==> src/night_dimming_scheduler_defines.svh <==
// Assertion macros for the night dimming scheduler
`ifndef NIGHT_DIMMING_SCHEDULER_DEFINES_SVH
`define NIGHT_DIMMING_SCHEDULER_DEFINES_SVH

// same-cycle implication, disabled during reset
`define NDS_ASSERT_NOW(lbl, clk, rst_n, ante, cons) \
	lbl: assert property (@(posedge clk) disable iff (!rst_n) (ante) |-> (cons)) \
		else $error("nds assertion failed");

// next-cycle implication, disabled during reset
`define NDS_ASSERT_NEXT(lbl, clk, rst_n, ante, cons) \
	lbl: assert property (@(posedge clk) disable iff (!rst_n) (ante) |=> (cons)) \
		else $error("nds assertion failed");

`endif

==> src/nds_pkg.sv <==
// Shared types and constants for the night dimming scheduler
package nds_pkg;

	localparam int CFG_DATA_W = 17;
	localparam int CFG_IDX_W  = 3;
	localparam int IN_TIME_W  = 32;
	localparam int LEVEL_W    = 8;
	localparam logic [16:0] SECS_PER_DAY = 17'd86400;

	typedef enum logic [CFG_IDX_W-1:0] {
		REG_ENABLED          = 3'd0,
		REG_ON_OFFSET        = 3'd1,
		REG_OFF_OFFSET       = 3'd2,
		REG_SWITCH_INTERVAL  = 3'd3,
		REG_MAX_BRIGHTNESS   = 3'd4,
		REG_NIGHT_BRIGHTNESS = 3'd5,
		REG_DAY_ECO          = 3'd6,
		REG_NIGHT_ECO        = 3'd7
	} reg_idx_t;

	typedef struct packed {
		logic        enabled;
		logic [16:0] on_offset;
		logic [16:0] off_offset;
		logic [16:0] switch_interval;
		logic [7:0]  max_brightness;
		logic [7:0]  night_brightness;
		logic [7:0]  day_eco;
		logic [7:0]  night_eco;
	} cfg_t;

	typedef enum logic [3:0] {
		ST_IDLE,
		ST_EVAL,
		ST_WIN_A,
		ST_WIN_B,
		ST_WIN_C,
		ST_WIN_D,
		ST_FADE,
		ST_DIV,
		ST_MUL,
		ST_BLEND
	} state_t;

	typedef struct packed {
		logic load;
		logic eval;
		logic win_a;
		logic win_b;
		logic win_c;
		logic win_d;
		logic fade;
		logic div_step;
		logic mul;
		logic out_load;
	} cmd_t;

	typedef struct packed {
		logic act;
		logic flag_new;
		logic win_go;
		logic ramp_go;
		logic div_last;
	} status_t;

endpackage

==> src/nds_channels.sv <==
// Valid/ready channel interfaces for tick items and result items
interface nds_in_if;
	import nds_pkg::*;
	logic                 valid;
	logic                 ready;
	logic [IN_TIME_W-1:0] now_time;
	logic [IN_TIME_W-1:0] day_start;
	logic                 time_valid;

	modport source (output valid, now_time, day_start, time_valid, input ready);
	modport sink   (input valid, now_time, day_start, time_valid, output ready);
endinterface

interface nds_out_if #(parameter int FRAC_BITS = 8);
	import nds_pkg::*;
	logic               valid;
	logic               ready;
	logic               active;
	logic               is_night;
	logic [FRAC_BITS:0] fade_level;
	logic [LEVEL_W-1:0] brightness;
	logic [LEVEL_W-1:0] eco_level;

	modport source (output valid, active, is_night, fade_level, brightness, eco_level,
		input ready);
	modport sink   (input valid, active, is_night, fade_level, brightness, eco_level,
		output ready);
endinterface

==> src/nds_cfg_regs.sv <==
// Configuration register file with write port
module nds_cfg_regs
	import nds_pkg::*;
(
	input  logic                  clk,
	input  logic                  arst_n,
	input  logic                  cfg_we,
	input  logic [CFG_IDX_W-1:0]  cfg_index,
	input  logic [CFG_DATA_W-1:0] cfg_data,
	output cfg_t                  cfg
);

	cfg_t cfg_q;

	always_ff @(posedge clk or negedge arst_n) begin
		if (!arst_n) begin
			cfg_q.enabled          <= 1'b0;
			cfg_q.on_offset        <= '0;
			cfg_q.off_offset       <= '0;
			cfg_q.switch_interval  <= '0;
			cfg_q.max_brightness   <= 8'd255;
			cfg_q.night_brightness <= '0;
			cfg_q.day_eco          <= 8'd255;
			cfg_q.night_eco        <= '0;
		end else if (cfg_we) begin
			case (cfg_index)
				REG_ENABLED:          cfg_q.enabled          <= cfg_data[0];
				REG_ON_OFFSET:        cfg_q.on_offset        <= cfg_data[16:0];
				REG_OFF_OFFSET:       cfg_q.off_offset       <= cfg_data[16:0];
				REG_SWITCH_INTERVAL:  cfg_q.switch_interval  <= cfg_data[16:0];
				REG_MAX_BRIGHTNESS:   cfg_q.max_brightness   <= cfg_data[7:0];
				REG_NIGHT_BRIGHTNESS: cfg_q.night_brightness <= cfg_data[7:0];
				REG_DAY_ECO:          cfg_q.day_eco          <= cfg_data[7:0];
				REG_NIGHT_ECO:        cfg_q.night_eco        <= cfg_data[7:0];
				default: ;
			endcase
		end
	end

	assign cfg = cfg_q;

endmodule

==> src/nds_ctrl.sv <==
// Sequencer for one tick: evaluate, window update or fade ramp, blend, hand off
module nds_ctrl
	import nds_pkg::*;
(
	input  logic    clk,
	input  logic    arst_n,
	input  logic    in_valid,
	output logic    in_ready,
	output logic    out_valid,
	input  logic    out_ready,
	input  status_t status,
	output cmd_t    cmd
);

	state_t state_q, state_next;
	logic   out_valid_q;
	logic   out_free;

	assign out_free = !out_valid_q || out_ready;

	always_comb begin
		state_next = state_q;
		case (state_q)
			ST_IDLE:  if (in_valid) state_next = ST_EVAL;
			ST_EVAL: begin
				if (!status.act)         state_next = ST_MUL;
				else if (status.flag_new) state_next = ST_FADE;
				else if (status.win_go)   state_next = ST_WIN_A;
				else                      state_next = ST_MUL;
			end
			ST_WIN_A: state_next = ST_WIN_B;
			ST_WIN_B: state_next = ST_WIN_C;
			ST_WIN_C: state_next = ST_WIN_D;
			ST_WIN_D: state_next = ST_MUL;
			ST_FADE:  state_next = status.ramp_go ? ST_DIV : ST_MUL;
			ST_DIV:   if (status.div_last) state_next = ST_MUL;
			ST_MUL:   state_next = ST_BLEND;
			ST_BLEND: if (out_free) state_next = ST_IDLE;
			default:  state_next = ST_IDLE;
		endcase
	end

	always_comb begin
		cmd          = '0;
		cmd.load     = (state_q == ST_IDLE) && in_valid;
		cmd.eval     = (state_q == ST_EVAL);
		cmd.win_a    = (state_q == ST_WIN_A);
		cmd.win_b    = (state_q == ST_WIN_B);
		cmd.win_c    = (state_q == ST_WIN_C);
		cmd.win_d    = (state_q == ST_WIN_D);
		cmd.fade     = (state_q == ST_FADE);
		cmd.div_step = (state_q == ST_DIV);
		cmd.mul      = (state_q == ST_MUL);
		cmd.out_load = (state_q == ST_BLEND) && out_free;
	end

	always_ff @(posedge clk or negedge arst_n) begin
		if (!arst_n) begin
			state_q     <= ST_IDLE;
			out_valid_q <= 1'b0;
		end else begin
			state_q <= state_next;
			if (cmd.out_load)   out_valid_q <= 1'b1;
			else if (out_ready) out_valid_q <= 1'b0;
		end
	end

	assign in_ready  = (state_q == ST_IDLE);
	assign out_valid = out_valid_q;

endmodule

==> src/nds_dp.sv <==
// Datapath: window registers, window math, fade divider, level blending
module nds_dp
	import nds_pkg::*;
#(
	parameter int TIME_BITS = 32,
	parameter int FRAC_BITS = 8
) (
	input  logic                 clk,
	input  logic                 arst_n,
	input  cfg_t                 cfg,
	input  cmd_t                 cmd,
	output status_t              status,
	input  logic [IN_TIME_W-1:0] now_time,
	input  logic [IN_TIME_W-1:0] day_start,
	input  logic                 time_valid,
	output logic                 active,
	output logic                 is_night,
	output logic [FRAC_BITS:0]   fade_level,
	output logic [LEVEL_W-1:0]   brightness,
	output logic [LEVEL_W-1:0]   eco_level
);

	localparam int CNT_W  = $clog2(FRAC_BITS);
	localparam int PROD_W = LEVEL_W + FRAC_BITS + 1;
	localparam int SUM_W  = LEVEL_W + FRAC_BITS + 2;
	localparam logic [FRAC_BITS:0] ONE = {1'b1, {FRAC_BITS{1'b0}}};
	localparam logic [TIME_BITS-1:0] DAY = TIME_BITS'(SECS_PER_DAY);

	// tick item
	logic [TIME_BITS-1:0] now_q, day_q;
	logic                 act_q;

	// window state
	logic [TIME_BITS-1:0] fade_in_begin_q, night_begin_q, night_finish_q, fade_out_finish_q;
	logic                 night_flag_q;
	logic [FRAC_BITS:0]   fade_value_q;

	// window scratch
	logic [TIME_BITS-1:0] efade_q, dayw_q;

	// divider
	logic [16:0]          rem_q;
	logic [FRAC_BITS-1:0] quo_q;
	logic [CNT_W-1:0]     cnt_q;

	// blend
	logic [PROD_W-1:0] prod_bri_q, prod_eco_q;
	logic              sub_bri_q, sub_eco_q;

	// result register
	logic               active_q, is_night_q;
	logic [FRAC_BITS:0] fade_level_q;
	logic [7:0]         bri_q, eco_q;

	logic [16:0]          so_sat, eo_sat, sw;
	logic [TIME_BITS-1:0] sw_t, st_val, ramp_dist;
	logic                 in_fade_in, in_full, in_fade_out, use_ramp;
	logic [17:0]          rem_sh, rem_sub;
	logic                 rem_ge;
	logic [FRAC_BITS-1:0] quo_next;
	logic [7:0]           diff_bri, diff_eco;
	logic [SUM_W-1:0]     sum_bri, sum_eco;

	assign sw     = cfg.switch_interval;
	assign sw_t   = TIME_BITS'(sw);
	assign so_sat = (cfg.on_offset > SECS_PER_DAY) ? SECS_PER_DAY : cfg.on_offset;
	assign eo_sat = (cfg.off_offset > SECS_PER_DAY) ? SECS_PER_DAY : cfg.off_offset;

	// night start; an offset past the end one belongs to the previous day
	assign st_val = dayw_q + TIME_BITS'(so_sat)
		- ((so_sat > eo_sat) ? DAY : '0);

	always_comb begin
		in_fade_in  = now_q < night_begin_q;
		in_full     = !in_fade_in && (now_q < night_finish_q);
		in_fade_out = !in_fade_in && !in_full && (now_q < fade_out_finish_q);
		use_ramp    = in_fade_in || in_fade_out;
		ramp_dist   = in_fade_in ? (night_begin_q - now_q) : (fade_out_finish_q - now_q);
	end

	// restoring division, one quotient bit per cycle
	assign rem_sh   = {rem_q, 1'b0};
	assign rem_ge   = rem_sh >= {1'b0, sw};
	assign rem_sub  = rem_sh - {1'b0, sw};
	assign quo_next = {quo_q[FRAC_BITS-2:0], rem_ge};

	always_comb begin
		status.act      = act_q;
		status.flag_new = (now_q >= fade_in_begin_q) && (now_q <= fade_out_finish_q);
		status.win_go   = !status.flag_new && (now_q > fade_in_begin_q);
		status.ramp_go  = use_ramp && (sw != '0) && (ramp_dist < sw_t);
		status.div_last = (cnt_q == CNT_W'(FRAC_BITS - 1));
	end

	assign diff_bri = (cfg.max_brightness >= cfg.night_brightness)
		? cfg.max_brightness - cfg.night_brightness
		: cfg.night_brightness - cfg.max_brightness;
	assign diff_eco = (cfg.day_eco >= cfg.night_eco)
		? cfg.day_eco - cfg.night_eco
		: cfg.night_eco - cfg.day_eco;

	assign sum_bri = sub_bri_q
		? (SUM_W'(cfg.max_brightness) << FRAC_BITS) - SUM_W'(prod_bri_q)
		: (SUM_W'(cfg.max_brightness) << FRAC_BITS) + SUM_W'(prod_bri_q);
	assign sum_eco = sub_eco_q
		? (SUM_W'(cfg.day_eco) << FRAC_BITS) - SUM_W'(prod_eco_q)
		: (SUM_W'(cfg.day_eco) << FRAC_BITS) + SUM_W'(prod_eco_q);

	always_ff @(posedge clk or negedge arst_n) begin
		if (!arst_n) begin
			fade_in_begin_q   <= '0;
			night_begin_q     <= '0;
			night_finish_q    <= '0;
			fade_out_finish_q <= '0;
			night_flag_q      <= 1'b0;
			fade_value_q      <= '0;
		end else begin
			if (cmd.eval && act_q) night_flag_q <= status.flag_new;
			if (cmd.win_c) begin
				night_begin_q     <= st_val;
				night_finish_q    <= efade_q - sw_t;
				fade_out_finish_q <= efade_q;
			end
			if (cmd.win_d) fade_in_begin_q <= night_begin_q - sw_t;
			if (cmd.fade && !status.ramp_go) fade_value_q <= in_full ? ONE : '0;
			if (cmd.div_step && status.div_last) fade_value_q <= {1'b0, quo_next};
		end
	end

	always_ff @(posedge clk) begin
		if (cmd.load) begin
			now_q <= TIME_BITS'(now_time);
			day_q <= TIME_BITS'(day_start);
			act_q <= cfg.enabled && time_valid;
		end
		if (cmd.win_a) begin
			efade_q <= day_q + TIME_BITS'(eo_sat) + sw_t;
			dayw_q  <= day_q;
		end
		// past tonight's end: move the window to the next day
		if (cmd.win_b && (now_q > efade_q)) begin
			efade_q <= efade_q + DAY;
			dayw_q  <= dayw_q + DAY;
		end
		if (cmd.fade) begin
			rem_q <= sw - ramp_dist[16:0];
			quo_q <= '0;
			cnt_q <= '0;
		end
		if (cmd.div_step) begin
			rem_q <= rem_ge ? rem_sub[16:0] : rem_sh[16:0];
			quo_q <= quo_next;
			cnt_q <= cnt_q + CNT_W'(1);
		end
		if (cmd.mul) begin
			prod_bri_q <= PROD_W'(diff_bri) * PROD_W'(fade_value_q);
			prod_eco_q <= PROD_W'(diff_eco) * PROD_W'(fade_value_q);
			sub_bri_q  <= cfg.max_brightness >= cfg.night_brightness;
			sub_eco_q  <= cfg.day_eco >= cfg.night_eco;
		end
		if (cmd.out_load) begin
			active_q     <= act_q;
			is_night_q   <= night_flag_q;
			fade_level_q <= fade_value_q;
			bri_q        <= sum_bri[FRAC_BITS+7:FRAC_BITS];
			eco_q        <= sum_eco[FRAC_BITS+7:FRAC_BITS];
		end
	end

	assign active     = active_q;
	assign is_night   = is_night_q;
	assign fade_level = fade_level_q;
	assign brightness = bri_q;
	assign eco_level  = eco_q;

endmodule

==> src/night_dimming_scheduler.sv <==
// An item runs evaluate, multiply and blend; a window update adds the window steps
// A to D, and a fade ramp adds the fade step and the one-bit-per-cycle fade divider.
// The blend waits until the output register is free. One item in flight; the next
// is accepted the cycle after the result is loaded into the output register.
// Reset (arst_n low, asynchronous): window times, night flag and fade clear to 0,
// registers take their defaults, no result pending.
`include "night_dimming_scheduler_defines.svh"

module night_dimming_scheduler
	import nds_pkg::*;
#(
	parameter int TIME_BITS     = 32,
	parameter int FRACTION_BITS = 8
) (
	input  logic                  clk,
	input  logic                  arst_n,
	nds_in_if.sink                in_ch,
	nds_out_if.source             out_ch,
	input  logic                  cfg_we,
	input  logic [CFG_IDX_W-1:0]  cfg_index,
	input  logic [CFG_DATA_W-1:0] cfg_data
);

	cfg_t    cfg;
	cmd_t    cmd;
	status_t status;

	nds_cfg_regs u_regs (
		.clk       (clk),
		.arst_n    (arst_n),
		.cfg_we    (cfg_we),
		.cfg_index (cfg_index),
		.cfg_data  (cfg_data),
		.cfg       (cfg)
	);

	nds_ctrl u_ctrl (
		.clk       (clk),
		.arst_n    (arst_n),
		.in_valid  (in_ch.valid),
		.in_ready  (in_ch.ready),
		.out_valid (out_ch.valid),
		.out_ready (out_ch.ready),
		.status    (status),
		.cmd       (cmd)
	);

	nds_dp #(
		.TIME_BITS (TIME_BITS),
		.FRAC_BITS (FRACTION_BITS)
	) u_dp (
		.clk        (clk),
		.arst_n     (arst_n),
		.cfg        (cfg),
		.cmd        (cmd),
		.status     (status),
		.now_time   (in_ch.now_time),
		.day_start  (in_ch.day_start),
		.time_valid (in_ch.time_valid),
		.active     (out_ch.active),
		.is_night   (out_ch.is_night),
		.fade_level (out_ch.fade_level),
		.brightness (out_ch.brightness),
		.eco_level  (out_ch.eco_level)
	);

	`NDS_ASSERT_NEXT(a_one_in_flight, clk, arst_n, in_ch.valid && in_ch.ready, !in_ch.ready)
	`NDS_ASSERT_NOW(a_cmd_onehot, clk, arst_n, 1'b1, $onehot0(cmd))
	`NDS_ASSERT_NOW(a_fade_max, clk, arst_n, out_ch.valid && out_ch.fade_level[FRACTION_BITS],
		out_ch.fade_level[FRACTION_BITS-1:0] == '0)

endmodule
==> src/flat_wrapper.sv <==
// flat-port wrapper written by rule: the top's interface ports become plain ports
module night_dimming_scheduler_flat import nds_pkg::*;
#(
	parameter int TIME_BITS     = 32,
	parameter int FRACTION_BITS = 8
)
  (clk, arst_n, cfg_we, cfg_index, cfg_data, in_ch_valid, in_ch_now_time, in_ch_day_start, in_ch_time_valid, in_ch_ready, out_ch_valid, out_ch_active, out_ch_is_night, out_ch_fade_level, out_ch_brightness, out_ch_eco_level, out_ch_ready);
  nds_in_if in_ch_i ();
  nds_out_if out_ch_i ();
  input  logic clk;
  input  logic arst_n;
  input  logic cfg_we;
  input  logic [CFG_IDX_W-1:0] cfg_index;
  input  logic [CFG_DATA_W-1:0] cfg_data;
  input wire logic [$bits(in_ch_i.valid)-1:0] in_ch_valid;
  input wire logic [$bits(in_ch_i.now_time)-1:0] in_ch_now_time;
  input wire logic [$bits(in_ch_i.day_start)-1:0] in_ch_day_start;
  input wire logic [$bits(in_ch_i.time_valid)-1:0] in_ch_time_valid;
  output wire logic [$bits(in_ch_i.ready)-1:0] in_ch_ready;
  output wire logic [$bits(out_ch_i.valid)-1:0] out_ch_valid;
  output wire logic [$bits(out_ch_i.active)-1:0] out_ch_active;
  output wire logic [$bits(out_ch_i.is_night)-1:0] out_ch_is_night;
  output wire logic [$bits(out_ch_i.fade_level)-1:0] out_ch_fade_level;
  output wire logic [$bits(out_ch_i.brightness)-1:0] out_ch_brightness;
  output wire logic [$bits(out_ch_i.eco_level)-1:0] out_ch_eco_level;
  input wire logic [$bits(out_ch_i.ready)-1:0] out_ch_ready;
  assign in_ch_i.valid = in_ch_valid;
  assign in_ch_i.now_time = in_ch_now_time;
  assign in_ch_i.day_start = in_ch_day_start;
  assign in_ch_i.time_valid = in_ch_time_valid;
  assign in_ch_ready = in_ch_i.ready;
  assign out_ch_valid = out_ch_i.valid;
  assign out_ch_active = out_ch_i.active;
  assign out_ch_is_night = out_ch_i.is_night;
  assign out_ch_fade_level = out_ch_i.fade_level;
  assign out_ch_brightness = out_ch_i.brightness;
  assign out_ch_eco_level = out_ch_i.eco_level;
  assign out_ch_i.ready = out_ch_ready;
  night_dimming_scheduler #(.TIME_BITS(TIME_BITS), .FRACTION_BITS(FRACTION_BITS)) u_core (.clk(clk), .arst_n(arst_n), .in_ch(in_ch_i), .out_ch(out_ch_i), .cfg_we(cfg_we), .cfg_index(cfg_index), .cfg_data(cfg_data));
endmodule
==> config.mk <==
export PLATFORM = sky130hd
export DESIGN_NAME = night_dimming_scheduler_flat
export DESIGN_NICKNAME = d
export VERILOG_FILES = /design/src/nds_pkg.sv /design/src/nds_channels.sv /design/src/nds_cfg_regs.sv /design/src/nds_ctrl.sv /design/src/nds_dp.sv /design/src/night_dimming_scheduler.sv /design/src/flat_wrapper.sv
export VERILOG_INCLUDE_DIRS = /design/src /design/src/src
export SDC_FILE = /design/constraint.sdc
export NUM_CORES = 2
export LEC_CHECK = 0
export BUFFER_PORTS_ARGS = -buffer_cell sky130_fd_sc_hd__clkbuf_2
export CAP_MARGIN = 30
export CORE_AREA = 2 2 243 365
export CTS_BUF_LIST = sky130_fd_sc_hd__clkbuf_16
export CTS_CLUSTER_SIZE = 14
export DETAILED_ROUTE_END_ITERATION = 16
export DIE_AREA = 0 0 245 367
export GPL_TIMING_DRIVEN = 1
export HOLD_SLACK_MARGIN = 0.1
export PLACE_DENSITY_LB_ADDON = 0.1
export SLEW_MARGIN = 20
export SYNTH_ARGS = -nofsm -noshare
export SYNTH_HDL_FRONTEND = slang
export SYNTH_SLANG_ARGS = --single-unit
==> constraint.sdc <==
create_clock -name clk -period 9.47 [get_ports clk]
set_input_delay 0.4735 -clock clk [delete_from_list [all_inputs] [get_ports clk]]
set_output_delay 0.4735 -clock clk [all_outputs]
set_load 0.02 [all_outputs]
-- Word level (Yosys, flattened, before mapping)
Cells that the tools add are included.
- register bits after elaboration: 444
- input port bits: 90
- word-level logic and storage cells: 159
- $add $sub $neg: 21
- $mul: 2
- $lt $le $gt $ge: 14
- equal/unequal tests: 20
- mux-type cells: 32
- reduce and logical (&&, ||, !) cells: 37
- operator list (cell ; number):
    32-bit two-way mux ; 5
    17-bit two-way mux ; 6
    32-bit by 17-bit adder with 32-bit output ; 3
    32-bit < comparator ; 3
    32-bit by 17-bit subtractor with 32-bit output ; 3
    32-bit by 17-bit adder with 32-bit output (second input constant) ; 2
    32-bit greater-than comparator ; 2
    32-bit subtractor ; 2
    4-bit case mux with 10 select lines ; 1
    17-bit greater-than comparator (second input constant) ; 2
    17-bit subtractor ; 2
    16-bit adder ; 2
    32-bit >= comparator ; 1
    32-bit less-or-equal comparator ; 1
    32-bit by 17-bit < comparator with 1-bit output ; 1
    8-bit by 9-bit multiplier with 16-bit output ; 2
    16-bit two-way mux ; 2
    16-bit subtractor ; 2
    8-bit subtractor ; 4
    4-bit two-way mux ; 7
    9-bit two-way mux ; 3
    18-bit by 17-bit >= comparator with 1-bit output ; 1
    17-bit greater-than comparator ; 1
    17-bit nonzero test ; 1
    23 further kinds ; 67

-- Longest topological paths before layout
- word-level depth: 13
- gate-level depth with buffers: 35

-- Cells and area by module
A second synthesis with hierarchy kept.
- cell total of the unflattened synthesis: 4056
- area, all modules: 38335.5 um^2
- modules (own cells, without submodules) (module ; instances ; cells an instance ; area each (um^2) ; seq. area each (um^2)):
    nds_dp ; 1 ; 3810 ; 34504.3 ; 9969.6
    nds_cfg_regs ; 1 ; 186 ; 3379.5 ; 2122.0
    nds_ctrl ; 1 ; 60 ; 451.7 ; 125.1

-- Least setup slack after synthesis
Ideal clock, no wire load.
- path type: register to register
- start point: register u_core.u_regs.cfg_q (netlist bit u_core.u_regs.cfg[24])
- end point: register u_core.u_dp.prod_bri_q[15] (data pin)
- library setup time: 0.260 ns
- arrival: 7.139 ns
- required time: 9.210 ns
- setup slack: 2.072 ns
- stages on the path, launching flop included: 32
- clock period less this slack: 7.398 ns
- cell sequence: dfstp_2 inv_1 ha_1 inv_1 fa_1 a21oi_1 o221ai_1 a21o_1 a21o_1 a221o_1 clkbuf_1 mux2i_1 o211ai_1 a31oi_1 or4_1 clkbuf_1 and2_1 fa_1 inv_1 fa_1 fa_1 inv_1 fa_1 ha_1 o21ai_0 a21boi_0 o21ai_0 a21boi_0 o21ai_0 a21oi_1 xnor2_1 xnor2_1
- longest elaborated chain between the ends: 3
- elaborated cells between the ends (all ways): 5
- classes of those cells: 2 x add/sub; 1 x mul; 1 x order compare; 1 x mux
- RTL lines (item ; RTL line ; text):
    from (decl) ; nds_cfg_regs.sv:13 ; cfg_t cfg_q;
    8-bit subtractor, or another cell as far along ; nds_dp.sv:97 ; : cfg.night_brightness - cfg.max_brightness;
    8-bit two-way mux * ; nds_dp.sv:96 ; ? cfg.max_brightness - cfg.night_brightness
    8-bit by 9-bit multiplier with 16-bit output * ; nds_dp.sv:156 ; prod_bri_q <= PROD_W'(diff_bri) * PROD_W'(fade_value_q);
    to (signal assigned) ; nds_dp.sv:156 ;
    to (decl) ; nds_dp.sv:47 ; logic [PROD_W-1:0] prod_bri_q, prod_eco_q;
Every way passes the cells marked *; elsewhere a longest branch is shown, timed or not.
A chain may end at the register's enable or synchronous reset.

-- Worst setup path in the final report
Same ends and word-level chain as after synthesis.

==> results.sh <==
export IMPL_slew_headroom_pct=31.6
export IMPL_path_buf_inv=3
export IMPL_synth_ff_type="sky130_fd_sc_hd__edfxtp_1"
export IMPL_syn_num_nets=4828
export IMPL_cts_root_buffer_cell="sky130_fd_sc_hd__clkbuf_16"
export IMPL_regArea_mm2=0.0122
export IMPL_num_nets_final=4992
export IMPL_placed_cell_area_mm2=0.0399
export IMPL_critical_path_required_ns=9.86
export IMPL_criticalPathCategory="flip-flop to flip-flop"
export IMPL_register_bit_count_reported_by_yosys=444
export IMPL_cts_max_path_buffers=3
export IMPL_tritoncts="built"
export IMPL_synthCells=4157
export IMPL_max_cap_violations=0
export IMPL_critical_path_slowest_cell="sky130_fd_sc_hd__or4_1"
export IMPL_layout_drive_gt1_share_pct=8.69
export IMPL_n_fill_cell=8411
export IMPL_first_global_vias=30470
export IMPL_design_die_area_mm2=0.0899
export IMPL_path_max_fanout=10
export IMPL_synth_edf_count=217
export IMPL_design_portCount=119
export IMPL_fp_coreArea_mm2=0.0870
export IMPL_numPortBuffers=118
export IMPL_yosysSeqAreaShare_pct=32.2
export IMPL_start_kind="flip-flop"
export IMPL_post_cts_repair_setup_buffers=0
export IMPL_dp_cells=5343
export IMPL_yosysWarnings=0
export IMPL_routed_wl_mm=115
export IMPL_drc=0
export IMPL_effective_utilization_at_floorplan_pct=43.6
export IMPL_rsz0062_at_grt="no"
export IMPL_worstPathArrival_ns=8.46
export IMPL_post_synth_top_area_cell="sky130_fd_sc_hd__edfxtp_1"
export IMPL_fin_worst_hold_slack_ns=0.154
export IMPL_grt_max_degree=134
export IMPL_global_route_peak_usage_layer="met2"
export IMPL_yosys_top_cells_area="sky130_fd_sc_hd__edfxtp_1 17%, sky130_fd_sc_hd__ha_1 15%, sky130_fd_sc_hd__dfrtp_1 14%"
export IMPL_synth_async_sr_flop_share_pct=51.1
export IMPL_period_share_pct=85.3
export IMPL_synth_commonest_cells="502 x sky130_fd_sc_hd__inv_1, 464 x sky130_fd_sc_hd__ha_1, 454 x sky130_fd_sc_hd__nand2_1, 313 x sky130_fd_sc_hd__o21ai_0, 230 x sky130_fd_sc_hd__a21oi_1"
export IMPL_crit_path_largest_cell_delay_ns=0.70
export IMPL_area_delta_synth_final_pct=11.5
export IMPL_antennaDiodeCount=0
export IMPL_routed_length_per_instance_um=20.9
export IMPL_post_drt_antenna_nets=0
export IMPL_synth_top_area_share_pct=17.2
export IMPL_grt_use_met3_pct=2.42
export IMPL_gr_usage_met1_pct=26.0
export IMPL_antenna_found_initial=0
export IMPL_drt_first_iter_violations=1420
export IMPL_clock_sinks=444
export IMPL_groute_usage_overall_pct=25.8
export IMPL_use_met2_pct=49.5
export IMPL_critical_path_startpoint="u_core.u_regs.cfg[24]"
export IMPL_fin_skew_ns=0.0421
export IMPL_hold_viol=0
export IMPL_run_status="finished, final reports clean"
export IMPL_timing_hold_worst_start="cfg_data[10]"
export IMPL_min_period_ns=8.08
export IMPL_layout_setup_ws_ns=1.39
export IMPL_estimated_wirelength_of_the_detail_placed_design_mm=91.4
export IMPL_route_vias_total=29911
export IMPL_reg2reg_from="u_core.u_regs.cfg[24]"
export IMPL_synthMostInstantiatedCell="sky130_fd_sc_hd__inv_1"
export IMPL_die_y_um=367
export IMPL_synth_lib_cells_used_distinct=81
export IMPL_final_cell_count_no_fill=5509
export IMPL_multi_input_comb_area_mm2=0.0235
export IMPL_global_route_overflow_total=0
export IMPL_clock_buffers_created_by_tritoncts=49
export IMPL_leakage_nw=19.7
export IMPL_setup_total_negative_slack_ns=0
export IMPL_maxClockFrequency_ghz=0.124
export IMPL_setup_violations=0
export IMPL_clk_transition_reported_paths_ns=0.06
export IMPL_detailedRoute_firstPassIterationCount=7
export IMPL_cts_htree_levels=2
export IMPL_irDropWorstVdd_mv=0.186
export IMPL_pre_cts_ws_ns=1.45
export IMPL_area_of_the_mapped_netlist_mm2=0.0380
export IMPL_avgSynthCellArea_um2=9.13
export IMPL_worstHoldPathType="primary input to flip-flop"
export IMPL_worstSetupEndpointType="flip-flop"
export IMPL_grt_first_pass_wirelength_mm=177
export IMPL_power_density_mw_per_mm2=352
export IMPL_worst_skew_pair_late_latency_ns=0.64
export IMPL_timing_worst_slew_pin_value_ns=1.02
export IMPL_slew_viol_final=0
export IMPL_place_congestion=0.913
export IMPL_timing_critical_path_max_delay_family="compound AO/OA/AOI/OAI gates"
export IMPL_fp_dieW_um=245
export IMPL_routed_vias_inst=5.43
export IMPL_cpMostUsedCell="sky130_fd_sc_hd__fa_1"
export IMPL_placementRows=133
export IMPL_design_area_mm2=0.0423
-- worst register-to-register path, delay by kind of cell (launching register included) --
family	cells	cell delay, ns
compound gates	14	3.10
xor+xnor	2	0.25
fa+ha+maj	7	2.83
buf+inv	3	0.18
flops	1	0.38
mux	1	0.21
simple gates	2	0.88
-- stage by stage --
step | util, % | total power [mW]
final | 48.6 | 14.9
after global routing | 48.6 | 16.2
after CTS | 48.6 | 15.0
after detailed placement | 45.9 | 12.9
after global placement | 45.8 | 12.8
after floorplan | - | 10.0
-- placed cells by master (no fill, tap or decap), types with 16 or more instances in the layout --
master / count
sky130_fd_sc_hd__o211ai_1: 22
sky130_fd_sc_hd__inv_1: 510
sky130_fd_sc_hd__dfrtp_1: 211
sky130_fd_sc_hd__nand2_1: 452
sky130_fd_sc_hd__or3_1: 29
sky130_fd_sc_hd__a211oi_1: 34
sky130_fd_sc_hd__o21bai_1: 19
sky130_fd_sc_hd__nand3_1: 55
sky130_fd_sc_hd__nand2b_1: 63
sky130_fd_sc_hd__and3_1: 28
sky130_fd_sc_hd__nor3_1: 73
sky130_fd_sc_hd__edfxtp_1: 217
sky130_fd_sc_hd__nor2_1: 198
sky130_fd_sc_hd__and2_1: 82
sky130_fd_sc_hd__nand4_1: 50
sky130_fd_sc_hd__nor2b_1: 82
sky130_fd_sc_hd__a21oi_1: 230
sky130_fd_sc_hd__buf_4: 33
sky130_fd_sc_hd__o21a_1: 44
sky130_fd_sc_hd__xnor2_1: 194
sky130_fd_sc_hd__a21o_1: 98
sky130_fd_sc_hd__o31ai_1: 22
sky130_fd_sc_hd__fa_1: 117
sky130_fd_sc_hd__clkbuf_16: 51
sky130_fd_sc_hd__mux2_2: 102
sky130_fd_sc_hd__o21ai_0: 312
sky130_fd_sc_hd__dlygate4sd3_1: 71
sky130_fd_sc_hd__xor2_1: 68
sky130_fd_sc_hd__clkbuf_2: 117
sky130_fd_sc_hd__ha_1: 464
sky130_fd_sc_hd__dfstp_2: 16
sky130_fd_sc_hd__nor4_1: 27
sky130_fd_sc_hd__mux2i_1: 32
sky130_fd_sc_hd__a31oi_1: 17
-- metal layers --
metal	part of all wire [%]	vias up
met5	0	-
met4	7.8	0
met3	2.5	279
met2	54	558
met1	36	14363
li1	-	14711
-- report_power, final --
part | switching, mW | internal [mW] | total (mW) | leakage, nW
sequential | 0.680 | 2.85 | 3.53 | 4.84
combinational | 5.61 | 3.77 | 9.37 | 14.0
clock | 0.892 | 1.12 | 2.01 | 0.821
total | 7.18 | 7.74 | 14.9 | 19.7
-- sequential cells by signal (all words and copies together) (netlist names), 3 cells and up --
| signal | flops |
|---|---|
| u_core.u_dp.night_begin_q | 32 |
| u_core.u_dp.quo_q | 7 |
| u_core.u_dp.fade_out_finish_q | 32 |
| u_core.u_dp.day_q | 32 |
| u_core.u_dp.efade_q | 32 |
| u_core.u_dp.night_finish_q | 32 |
| u_core.u_dp.dayw_q | 32 |
| u_core.u_dp.fade_value_q | 9 |
| u_core.u_dp.prod_bri_q | 16 |
| u_core.u_dp.cnt_q | 3 |
| u_core.u_ctrl.state_q | 4 |
| u_core.u_regs.cfg | 84 |
| u_core.u_dp.fade_level | 9 |
| u_core.u_dp.rem_q | 17 |
| u_core.u_dp.brightness | 8 |
| u_core.u_dp.now_q | 32 |
| u_core.u_dp.prod_eco_q | 16 |
| u_core.u_dp.eco_level | 8 |
| u_core.u_dp.fade_in_begin_q | 32 |
-- cell families (layout without fill, tap and decap cells) --
family,Yosys count,in the layout,synth area share [%]
simple gates,1190,1190,15.1
fa+ha+maj,581,581,21.5
buf+inv,618,823,6.12
xor+xnor,262,262,6.05
mux,134,134,3.87
compound gates,928,928,15.2
flops,444,444,32.2
-- layout make-up --
| cell class | instances | share of cell area (%) |
|---|---|---|
| Multi-Input combinational cell | 3095 | 55.5 |
| Timing Repair Buffer | 227 | 3.91 |
| Tap cell | 1147 | 3.39 |
| Inverter | 504 | 4.47 |
| Clock inverter | 41 | 0.840 |
| Clock buffer | 51 | 3.02 |
| Sequential cell | 444 | 28.9 |
-- timing repair --
action / 4_1_cts / 5_1_grt
hold buffers: 71 / 0
hold endpoints to repair: 166 / 0
gates resized for setup: 0 / 0
-- worst paths after layout --
kind / end / slack, ns / cells after the start
min in group asynchronous: u_core.u_dp.fade_out_finish_q[26] / 0.40 / 2
worst max register to register: u_core.u_dp.prod_bri_q[15] / 1.39 / 29
max in group asynchronous: u_core.u_regs.cfg[16] / 7.62 / 3
worst min-delay path: u_core.u_regs.cfg[76] / 0.15 / 2
worst max-delay path: u_core.u_dp.prod_bri_q[15] / 1.39 / 29
worst min register to register: u_core.u_dp.is_night / 0.46 / 0
Note: power is estimated with default switching activity, not from simulation.
